**config.mk**
```make
export PLATFORM = sky130hd
export DESIGN_NAME = fir_correlate_decimate_unit
export DESIGN_NICKNAME = d
export VERILOG_FILES = /design/src/rtl/fcd_pkg.sv /design/src/rtl/fir_correlate_decimate_unit.sv
export SDC_FILE = /design/constraint.sdc
export NUM_CORES = 2
export LEC_CHECK = 0
export BUFFER_PORTS_ARGS = -buffer_cell sky130_fd_sc_hd__buf_2
export CAP_MARGIN = 20
export CORE_ASPECT_RATIO = 1.2
export CORE_MARGIN = 5
export CORE_UTILIZATION = 45
export CTS_CLUSTER_DIAMETER = 60
export DETAILED_ROUTE_END_ITERATION = 8
export SLEW_MARGIN = 20
export SYNTH_ARGS = -nofsm -noshare
export SYNTH_HDL_FRONTEND = slang
export SYNTH_SLANG_ARGS = --single-unit
export TNS_END_PERCENT = 30
```
**constraint.sdc**
```tcl
create_clock -name i_clk -period 11.2 [get_ports i_clk]
set_clock_uncertainty 0.2 [all_clocks]
set_input_delay 1.12 -clock i_clk [delete_from_list [all_inputs] [get_ports i_clk]]
set_output_delay 1.12 -clock i_clk [all_outputs]
set_load 0.005 [all_outputs]
```
**src/rtl/fcd_pkg.sv**
```systemverilog
// fcd_pkg: shared types and constants of the correlation fir with decimation
// no dependencies
`default_nettype none

package fcd_pkg;

    localparam int SAMPLE_W   = 16;
    localparam int COEF_W     = 16;
    localparam int COEF_IDX_W = 4;
    localparam int TAP_CNT_W  = 5;
    localparam int DECIM_W    = 2;
    localparam int SHIFT_W    = 5;
    localparam int ACC_W      = 40;
    localparam int IDX_W      = 32;
    localparam int REQ_W      = 2;
    localparam int CFG_ADDR_W = 2;
    localparam int CFG_DATA_W = 5;

    localparam logic [REQ_W-1:0] REQ_SAMPLE  = 2'd0;
    localparam logic [REQ_W-1:0] REQ_COEF    = 2'd1;
    localparam logic [REQ_W-1:0] REQ_RESTART = 2'd2;

    localparam logic [CFG_ADDR_W-1:0] CFG_TAP_COUNT  = 2'd0;
    localparam logic [CFG_ADDR_W-1:0] CFG_DECIMATION = 2'd1;
    localparam logic [CFG_ADDR_W-1:0] CFG_OUT_SHIFT  = 2'd2;

    localparam logic [DECIM_W-1:0] DECIM_BY_TWO = 2'd2;

    typedef enum logic [1:0] {
        ST_IDLE,
        ST_MAC,
        ST_ROUND,
        ST_EMIT
    } t_state;

endpackage

`default_nettype wire

```
**src/rtl/fir_correlate_decimate_unit.sv**
```systemverilog
// fir_correlate_decimate_unit: correlation fir, optional decimation by two
// one shared multiply-accumulate unit under a small sequencer; uses fcd_pkg
//
// channel   dir  tdata (low bit up)                              tuser
// s_axis    in   sample_value[15:0] coef_index[19:16]            req_type[1:0]
//                coef_value[35:20] zero[39:36]
// m_axis    out  filtered_value[15:0] output_index[47:16]        saturated[0]
// cfg       in   i_cfg_wr_en, i_cfg_addr (register), i_cfg_wdata
//
// a sample that completes a kept window is accepted, then runs one mac per tap,
// a round step and an emit step that waits while the output register is full and not
// taken; other beats skip the mac loop; s_axis_tready is high only when idle
// a finished result waits in the output register while the next beat is taken
// reset is synchronous, active low, and clears counters, coefficients and delay line
`default_nettype none

module fir_correlate_decimate_unit
    import fcd_pkg::*;
#(
    parameter int TAPS = 16
) (
    input  wire  logic                  i_clk,
    input  wire  logic                  i_rst_n,
    input  wire  logic                  s_axis_tvalid,
    output logic                        s_axis_tready,
    // sample_value, coef_index, coef_value, zero pad
    input  wire  logic [39:0]           s_axis_tdata,
    // req_type
    input  wire  logic [REQ_W-1:0]      s_axis_tuser,
    output logic                        m_axis_tvalid,
    input  wire  logic                  m_axis_tready,
    // filtered_value, output_index
    output logic [47:0]                 m_axis_tdata,
    // saturated
    output logic [0:0]                  m_axis_tuser,
    input  wire  logic                  i_cfg_wr_en,
    input  wire  logic [CFG_ADDR_W-1:0] i_cfg_addr,
    input  wire  logic [CFG_DATA_W-1:0] i_cfg_wdata
);

    localparam int MAX_TAPS   = (1 << TAP_CNT_W) - 1;
    localparam int DLY_DEPTH  = (TAPS < MAX_TAPS) ? TAPS : MAX_TAPS;
    localparam int COEF_NUM   = 1 << COEF_IDX_W;
    localparam int COEF_DEPTH = (TAPS < COEF_NUM) ? TAPS : COEF_NUM;
    localparam int DLY_AW     = (DLY_DEPTH > 1) ? $clog2(DLY_DEPTH) : 1;
    localparam int COEF_AW    = (COEF_DEPTH > 1) ? $clog2(COEF_DEPTH) : 1;
    localparam logic [TAP_CNT_W-1:0] TAPS_LIM = TAP_CNT_W'(DLY_DEPTH);

    localparam logic signed [ACC_W-1:0] SAT_HI = ACC_W'(32767);
    localparam logic signed [ACC_W-1:0] SAT_LO = -ACC_W'(32768);

    t_state r_state, n_state;

    logic [TAP_CNT_W-1:0] r_tap_count;
    logic [DECIM_W-1:0]   r_decimation;
    logic [SHIFT_W-1:0]   r_out_shift;

    logic signed [SAMPLE_W-1:0] r_dly  [DLY_DEPTH];
    logic signed [COEF_W-1:0]   r_coef [COEF_DEPTH];

    logic [TAP_CNT_W-1:0] r_held;
    logic                 r_parity;
    logic [IDX_W-1:0]     r_out_cnt;
    logic [TAP_CNT_W-1:0] r_k;
    logic signed [ACC_W-1:0] r_acc;

    logic                       r_out_valid;
    logic signed [SAMPLE_W-1:0] r_out_value;
    logic                       r_out_sat;
    logic [IDX_W-1:0]           r_out_idx;

    // input fields
    logic [REQ_W-1:0]           in_req;
    logic signed [SAMPLE_W-1:0] in_sample;
    logic [COEF_IDX_W-1:0]      in_coef_idx;
    logic signed [COEF_W-1:0]   in_coef;

    assign in_req      = s_axis_tuser;
    assign in_sample   = s_axis_tdata[15:0];
    assign in_coef_idx = s_axis_tdata[19:16];
    assign in_coef     = s_axis_tdata[35:20];

    logic [TAP_CNT_W-1:0] taps;
    logic [TAP_CNT_W-1:0] n_held;
    logic                 in_beat;
    logic                 is_sample;
    logic                 window_done;
    logic                 keep;
    logic                 start_mac;
    logic                 mac_last;
    logic                 emit_load;
    logic [TAP_CNT_W-1:0] dly_idx;
    logic signed [SAMPLE_W-1:0] dly_rd;
    logic signed [COEF_W-1:0]   coef_rd;
    logic signed [SAMPLE_W+COEF_W-1:0] prod;
    logic signed [ACC_W-1:0] half;
    logic signed [ACC_W-1:0] shifted;

    always_comb begin
        if (r_tap_count == '0) begin
            taps = TAP_CNT_W'(1);
        end else if (r_tap_count > TAPS_LIM) begin
            taps = TAPS_LIM;
        end else begin
            taps = r_tap_count;
        end
    end

    assign is_sample   = (in_req == REQ_SAMPLE);
    assign n_held      = (r_held < taps) ? r_held + TAP_CNT_W'(1) : r_held;
    assign window_done = !(n_held < taps);
    assign keep        = !((r_decimation == DECIM_BY_TWO) && r_parity);
    assign start_mac   = in_beat && is_sample && window_done && keep;
    assign mac_last    = (r_k == taps - TAP_CNT_W'(1));

    // shared mac operands
    assign dly_idx = taps - TAP_CNT_W'(1) - r_k;
    assign dly_rd  = r_dly[dly_idx[DLY_AW-1:0]];
    assign coef_rd = (32'(r_k) < COEF_DEPTH) ? r_coef[r_k[COEF_AW-1:0]] : '0;
    assign prod    = dly_rd * coef_rd;

    assign half    = (r_out_shift == '0) ? '0
                   : ACC_W'(1) <<< (r_out_shift - SHIFT_W'(1));
    assign shifted = r_acc >>> r_out_shift;

    // next state
    always_comb begin
        n_state = r_state;
        case (r_state)
            ST_IDLE:  if (start_mac) n_state = ST_MAC;
            ST_MAC:   if (mac_last) n_state = ST_ROUND;
            ST_ROUND: n_state = ST_EMIT;
            ST_EMIT:  if (emit_load) n_state = ST_IDLE;
            default:  n_state = ST_IDLE;
        endcase
    end

    // state outputs
    always_comb begin
        s_axis_tready = 1'b0;
        emit_load     = 1'b0;
        case (r_state)
            ST_IDLE:  s_axis_tready = i_rst_n;
            ST_EMIT:  emit_load     = !r_out_valid || m_axis_tready;
            default: begin
                s_axis_tready = 1'b0;
                emit_load     = 1'b0;
            end
        endcase
    end

    assign in_beat = s_axis_tvalid && s_axis_tready;

    always_ff @(posedge i_clk) begin
        if (!i_rst_n) begin
            r_state      <= ST_IDLE;
            r_tap_count  <= TAP_CNT_W'(16);
            r_decimation <= DECIM_W'(1);
            r_out_shift  <= SHIFT_W'(15);
            r_held       <= '0;
            r_parity     <= 1'b0;
            r_out_cnt    <= '0;
            r_k          <= '0;
            r_out_valid  <= 1'b0;
            for (int i = 0; i < DLY_DEPTH; i++) r_dly[i] <= '0;
            for (int i = 0; i < COEF_DEPTH; i++) r_coef[i] <= '0;
        end else begin
            r_state <= n_state;

            if (i_cfg_wr_en) begin
                case (i_cfg_addr)
                    CFG_TAP_COUNT:  r_tap_count  <= i_cfg_wdata;
                    CFG_DECIMATION: r_decimation <= i_cfg_wdata[DECIM_W-1:0];
                    CFG_OUT_SHIFT:  r_out_shift  <= i_cfg_wdata;
                    default: ;
                endcase
            end

            if (in_beat) begin
                case (in_req)
                    REQ_SAMPLE: begin
                        for (int i = DLY_DEPTH - 1; i > 0; i--) r_dly[i] <= r_dly[i-1];
                        r_dly[0] <= in_sample;
                        r_held   <= n_held;
                        if (window_done) r_parity <= !r_parity;
                    end
                    REQ_COEF: begin
                        if (32'(in_coef_idx) < COEF_DEPTH) begin
                            r_coef[in_coef_idx[COEF_AW-1:0]] <= in_coef;
                        end
                    end
                    REQ_RESTART: begin
                        r_held    <= '0;
                        r_parity  <= 1'b0;
                        r_out_cnt <= '0;
                    end
                    default: ;
                endcase
            end

            if (start_mac) r_k <= '0;
            else if (r_state == ST_MAC) r_k <= r_k + TAP_CNT_W'(1);

            if (emit_load) begin
                r_out_valid <= 1'b1;
                r_out_cnt   <= r_out_cnt + IDX_W'(1);
            end else if (m_axis_tready) begin
                r_out_valid <= 1'b0;
            end
        end
    end

    // accumulator and result register
    always_ff @(posedge i_clk) begin
        if (start_mac) begin
            r_acc <= '0;
        end else if (r_state == ST_MAC) begin
            r_acc <= r_acc + {{(ACC_W-SAMPLE_W-COEF_W){prod[SAMPLE_W+COEF_W-1]}}, prod};
        end else if (r_state == ST_ROUND) begin
            r_acc <= r_acc + half;
        end

        if (emit_load) begin
            r_out_idx <= r_out_cnt;
            if (shifted > SAT_HI) begin
                r_out_value <= 16'sh7fff;
                r_out_sat   <= 1'b1;
            end else if (shifted < SAT_LO) begin
                r_out_value <= 16'sh8000;
                r_out_sat   <= 1'b1;
            end else begin
                r_out_value <= shifted[SAMPLE_W-1:0];
                r_out_sat   <= 1'b0;
            end
        end
    end

    assign m_axis_tvalid = r_out_valid;
    assign m_axis_tdata  = {r_out_idx, r_out_value};
    assign m_axis_tuser  = r_out_sat;

endmodule

`default_nettype wire

```
# After elaboration in Yosys (flattened, before gate mapping)
# Memories as Yosys holds them, arrays and structs flattened. A register that Yosys moved wholly into a read port is not among the register bits.
# Cells that the tools add are included.
# word_totals
word_cells	144
regBits	147
input_bits	54
ramBits	512
out_inout_bits	51
memories	2
# memory_table
memory	words	width	rd	rd_clocked_by_memory_dff	wr	line_no	rtl
r_coef	16	16	1	1	16	fir_correlate_decimate_unit.sv:59	logic signed [COEF_W-1:0] r_coef [COEF_DEPTH];
r_dly	16	16	16	0	16	fir_correlate_decimate_unit.sv:58	logic signed [SAMPLE_W-1:0] r_dly [DLY_DEPTH];
# classes
n_addsub	8
shifts	2
muxes	53
bitwise_logic	17
n_lt_le_gt_ge	6
mul	1
n_reduce_logical	29
eq_ne	13
# ops
cell	count
16-bit 2-to-1 mux	19
40-bit 2-to-1 mux	3
32-bit 2-to-1 mux	3
40-bit adder	2
40-bit by 16-bit greater-than comparator with 1-bit output, second input constant	1
40-bit by 16-bit less-than comparator with 1-bit output, second input constant	1
1-bit by 5-bit <<< shifter with 40-bit output, first input constant	1
40-bit by 5-bit >>> shifter with 40-bit output	1
32-bit by 1-bit adder with 32-bit output, second input constant	1
16-bit by 16-bit multiplier with 32-bit output	1
1-bit 2-to-1 mux	16
1-bit bitwise OR	16
16-bit OR reduction	1
5-bit 2-to-1 mux	3
4-bit 2-to-1 mux	3
5-bit by 1-bit adder with 5-bit output, second input constant	2
2-bit equality test, second input constant	5
5-bit logical NOT	2
5-bit less-than comparator	2
5-bit one-hot mux with 2 select lines	1
2-bit AND reduction	5
2-bit nonzero test	5
5-bit by 1-bit subtractor with 5-bit output, second input constant	2
2-bit != test, second input constant	4
15 further kinds	29

# Logic depth before layout (Yosys ltp)
# logic_depth
depth_word	11
mapped_depth	48
ltp_nobuf	45

# Least setup slack after synthesis
# OpenSTA, ideal clock, no wires.
# synth_timing
path_type	reg-to-reg
start	register r_tap_count[2]
end	register r_acc[39]
synth_period_minus_slack_ns	11.076
stages_incl_launch_ff	44
arrival_ns	10.760
required_time_ns	10.884
path_slack_ns	0.124
n_path_buf	4
setup_time_ns	0.116
path_cell_list	dfxtp_1 -> nor3_1 -> o21ai_0 -> ha_1 -> fa_1 -> buf_2 -> clkbuf_1 -> clkbuf_1 -> mux4_2 -> mux2_2 -> a21oi_1 -> buf_2 -> nor2_1 -> fa_1 -> inv_1 -> fa_1 -> fa_1 -> inv_1 -> [... 8 more ...] -> a21oi_1 -> o21ai_0 -> a21o_1 -> a31o_2 -> a211oi_1 -> or3_1 -> o21ai_0 -> xor2_1 -> ha_1 -> inv_1 -> nor2_1 -> nor2_1 -> or2_2 -> o21ai_0 -> a21oi_1 -> o31a_1 -> a32o_1 -> a41o_1
# synth_between
elab_chain_cells	9
elab_cells_between_ends	16
cone_classes	3 x add/sub; 1 x mul; 3 x order compare; 4 x mux; 4 x reduce/logical; 1 x memory
# synth_rtl
item	line_no	rtl
start, declared	fir_correlate_decimate_unit.sv:54	logic [TAP_CNT_W-1:0] r_tap_count;
start signal, assigned	fir_correlate_decimate_unit.sv:172	CFG_TAP_COUNT: r_tap_count <= i_cfg_wdata;
5-bit greater-than comparator	fir_correlate_decimate_unit.sv:102	end else if (r_tap_count > TAPS_LIM) begin
5-bit 2-to-1 mux	fir_correlate_decimate_unit.sv:102	
5-bit 2-to-1 mux *	fir_correlate_decimate_unit.sv:100	if (r_tap_count == '0) begin
5-bit by 1-bit subtractor with 5-bit output or 5-bit less-than comparator (tied branches)	fir_correlate_decimate_unit.sv:117, fir_correlate_decimate_unit.sv:110	
4-bit subtractor or 5-bit 2-to-1 mux (tied branches)	fir_correlate_decimate_unit.sv:117, fir_correlate_decimate_unit.sv:110	
memory 16 x 16 bit or 5-bit less-than comparator (tied branches)	n/a	
16-bit by 16-bit multiplier with 32-bit output or 1-bit logical NOT (tied branches)	fir_correlate_decimate_unit.sv:120, fir_correlate_decimate_unit.sv:111	
40-bit adder or 1-bit logical AND (tied branches)	fir_correlate_decimate_unit.sv:218, fir_correlate_decimate_unit.sv:113	
40-bit 2-to-1 mux or 1-bit logical AND (tied branches)	fir_correlate_decimate_unit.sv:217, fir_correlate_decimate_unit.sv:113	
end signal, assigned	fir_correlate_decimate_unit.sv:218	r_acc <= r_acc + {{(ACC_W-SAMPLE_W-COEF_W){prod[SAMPLE_W+COEF_W-1]}}, prod};
end signal, assigned	fir_correlate_decimate_unit.sv:220	r_acc <= r_acc + half;
end, declared	fir_correlate_decimate_unit.sv:65	logic signed [ACC_W-1:0] r_acc;
# Every way passes the cells marked *; elsewhere a longest branch is shown, timed or not.
# A chain may end at the register's enable or synchronous reset.

# Worst setup path in the final report
# layout_timing
start	register r_tap_count[2]
end	register r_acc[38]
# The elaborated chain is that of the path after synthesis.

==> qor.txt <==
PortBufs -> 100
DRC viols -> 0
Commonest non-fill, non-tap cells in the layout -> edfxtp_1, and2_1, inv_1, nor2_1, fa_1
Worst-Skew Late Latency -> 0.64 ns
Final period utilization -> 96.2%
Number of flops mapped to enable cells by yosys -> 561
WHS -> 0.261 ns
Yosys cell types -> 78
Die area -> 107,000 µm²
Clock Sinks -> 663
DR WL met3 -> 3540 µm
Min-Delay Path Class -> reg -> reg
Worst Path Buf+Inv -> 13
Max cap viols -> 0
Worst-path clk slew -> 0.06 ns
Setup crit end kind -> flip-flop
Reg2Reg Launch Point -> r_tap_count[2]$_SDFFE_PN0P_
Fmax -> 0.0929 GHz
Number of global-route vias before repair -> 31,200
Wl on met1 -> 45,400 µm
Worst R2R Setup Slack -> 0.43 ns
Nets -> 4,712
Routed wl met2 -> 52,800 µm
Vias per inst -> 5.42
Slew at the pin with the worst max-slew slack -> 1.09 ns
Async SR Flop Fraction -> 0%
First-pass GRT wire length -> 169,000 µm
H-tree depth -> 3
Dominant synthesized flop cell -> edfxtp_1
Ant diodes -> 0
Syn Area/Cell -> 11.2 µm²
Initial Utilization -> 45.3%
Total Routing Usage GR -> 19.5%
Largest net degree at the start of global routing -> 121
Final Max Tran Viols -> 0
Area delta synth->final -> 12.3%
Routed via count -> 30,100
Chip width -> 300 µm
Seq/Total Area, Yosys -> 41.6%
Critical Path RT -> 11.51 ns
Clk buf depth -> 3
Root Buffer -> clkbuf_16
Detailed Place HPWL -> 76,700 µm
Max Used Layer -> met4
Average wire per standard cell -> 18.8 µm
DRT Wirelength -> 104,000 µm
Synthesized instance count -> 4,047
Slew headroom -> 27.2%
Fillers -> 8,951
Row Count -> 127
Min cycle time layout -> 10.77 ns
Crit Path Class -> reg -> reg
Drt initial violations -> 1,950
Slowest stage cell on the critical path -> fa_4
Ports -> 105
Setup crit start kind -> flip-flop
Die Span Y -> 358 µm
FF-to-FF End -> r_acc[38]$_SDFFE_PP0P_
CTS tree -> yes
CORE AREA -> 100,000 µm²
Crit path max fanout -> 13
CP arrival -> 11.07 ns
Pre-Repair DR Iteration Count -> 5
Synth Register Bits -> 663
Inserted Clock Buffers -> 76
Most frequent cell on the critical path -> buf_4
Post-Syn Nets -> 4,543
Final Wtd Congestion -> 0.871
Worst hold stages -> 0
Mapped Area -> 45,400 µm²
Status -> finished clean
Slowest stage delay, CP -> 0.76 ns
Share of layout cells above drive strength 1 -> 16.0%
Reg2Reg Depth -> 44
Congestion Overflow GR -> 0
Hold path start -> r_out_cnt[31]$_SDFFE_PN0P_
Final setup viols -> 0
CP delay by family, top -> adder cells
Yosys warnings -> 0
Initial antenna violation count -> 0
Antenna Nets Post-Route -> 0
Hold Crit Endpoint -> r_out_idx[31]$_DFFE_PP_
Final hold vios -> 0
Post-CTS Hold Buffers -> 0
Most common cell after layout, fill and taps aside -> edfxtp_1
how the worst max path moves through the flow:
stage | start | end | slack, ns | depth (start not counted)
final | r_tap_count[2]$_SDFFE_PN0P_ | r_acc[38]$_SDFFE_PP0P_ | 0.43 | 44
after global routing | r_tap_count[3]$_SDFFE_PN0P_ | r_acc[38]$_SDFFE_PP0P_ | -0.02 | 45
after CTS | r_tap_count[2]$_SDFFE_PN0P_ | r_acc[38]$_SDFFE_PP0P_ | 0.01 | 45
after detailed placement | r_tap_count[1]$_SDFFE_PN0P_ | r_acc[39]$_SDFFE_PP0P_ | -0.09 | 46
after global placement | r_tap_count[1]$_SDFFE_PN0P_ | r_acc[38]$_SDFFE_PP0P_ | 0.0006 | 43
after floorplan | r_tap_count[2]$_SDFFE_PN0P_ | r_acc[39]$_SDFFE_PP0P_ | 0.12 | 43
routing by layer:
metal / GRT usage (%) / vias up
met2: 34.5 / 524
li1: - / 14400
met5: 0 / -
met3: 2.18 / 154
met1: 25.6 / 15000
met4: 5.39 / 0
cell usage after synthesis (7+ instances only):
master,count,area (µm²)
xor2_1,34,298
or3_1,19,119
ha_1,176,2200
o211ai_1,26,195
o21ai_0,142,711
or2_2,29,181
a311oi_1,8,70.1
a31oi_1,14,87.6
nand2_1,241,905
clkbuf_1,156,586
mux2_2,41,462
nand4_1,20,125
buf_1,14,52.6
buf_2,34,170
xnor2_1,64,561
inv_1,330,1240
and2_1,528,3300
and3_1,27,169
o21a_1,32,240
nand3_1,48,240
nor2_1,330,1240
o21bai_1,11,82.6
a211oi_1,46,345
nand3b_1,9,67.6
nand2b_1,64,400
mux2i_1,106,1060
edfxtp_1,561,16800
a21boi_0,9,67.6
fa_1,266,5330
nor3_1,46,230
a21oi_1,161,806
nor4_1,7,43.8
dfxtp_1,102,2040
mux4_2,150,3380
a21o_1,56,420
nor2b_1,52,325
flip-flops by register name, summed over array words and instances, names as in the netlist, 5 cells and up, named ones only:
signal,flops
r_coef,256
r_out_shift,5
r_out_cnt,32
r_tap_count,5
r_dly,256
r_held,5
r_out_idx,32
r_k,5
r_acc,40
r_out_value,16
through the flow:
step	util [%]	cells	worst slack, ns	cell area (µm²)	setup TNS [ns]
after global placement	48.3	5415	0.000576	48300	0
after floorplan	-	4047	0.124	45400	0
final	50.9	5562	0.431	51000	0
after CTS	50.7	5550	0.0136	50700	0
after detailed placement	48.3	5415	-0.0879	48300	-0.158
after global routing	50.9	5562	-0.0195	51000	-0.0299
area by class of cell:
| type | count | area [µm²] | area share (%) |
|---|---|---|---|
| multi-input combinational | 2841 | 24600 | 48.3 |
| sequential | 663 | 18900 | 37.1 |
| timing repair buffer | 300 | 2220 | 4.35 |
| clock buffer | 100 | 2080 | 4.09 |
| tap | 1290 | 1610 | 3.17 |
| inverter | 334 | 1250 | 2.46 |
| clock inverter | 34 | 285 | 0.560 |
what timing repair did:
item                       CTS  global route
setup buffers                1            10
resized for setup            3            36
cloned                       0             1
setup endpoints to repair    3            10
pin swaps                    1             9
kinds of logic (layout without fill, tap and decap cells):
kind of cell | after synthesis | in the layout | share of synthesized area (%)
AOI/OAI and AO/OA | 565 | 565 | 7.91
buffers and inverters | 543 | 768 | 4.62
DFF | 663 | 663 | 41.6
muxes | 297 | 297 | 10.8
adders and majority gates | 442 | 442 | 16.6
and+or+nand+nor | 1438 | 1438 | 16.5
xor gates and xnor gates | 99 | 99 | 1.94
Power is not shown: default switching activity piles up to over one toggle a cycle in this logic, so the estimate is an artifact.
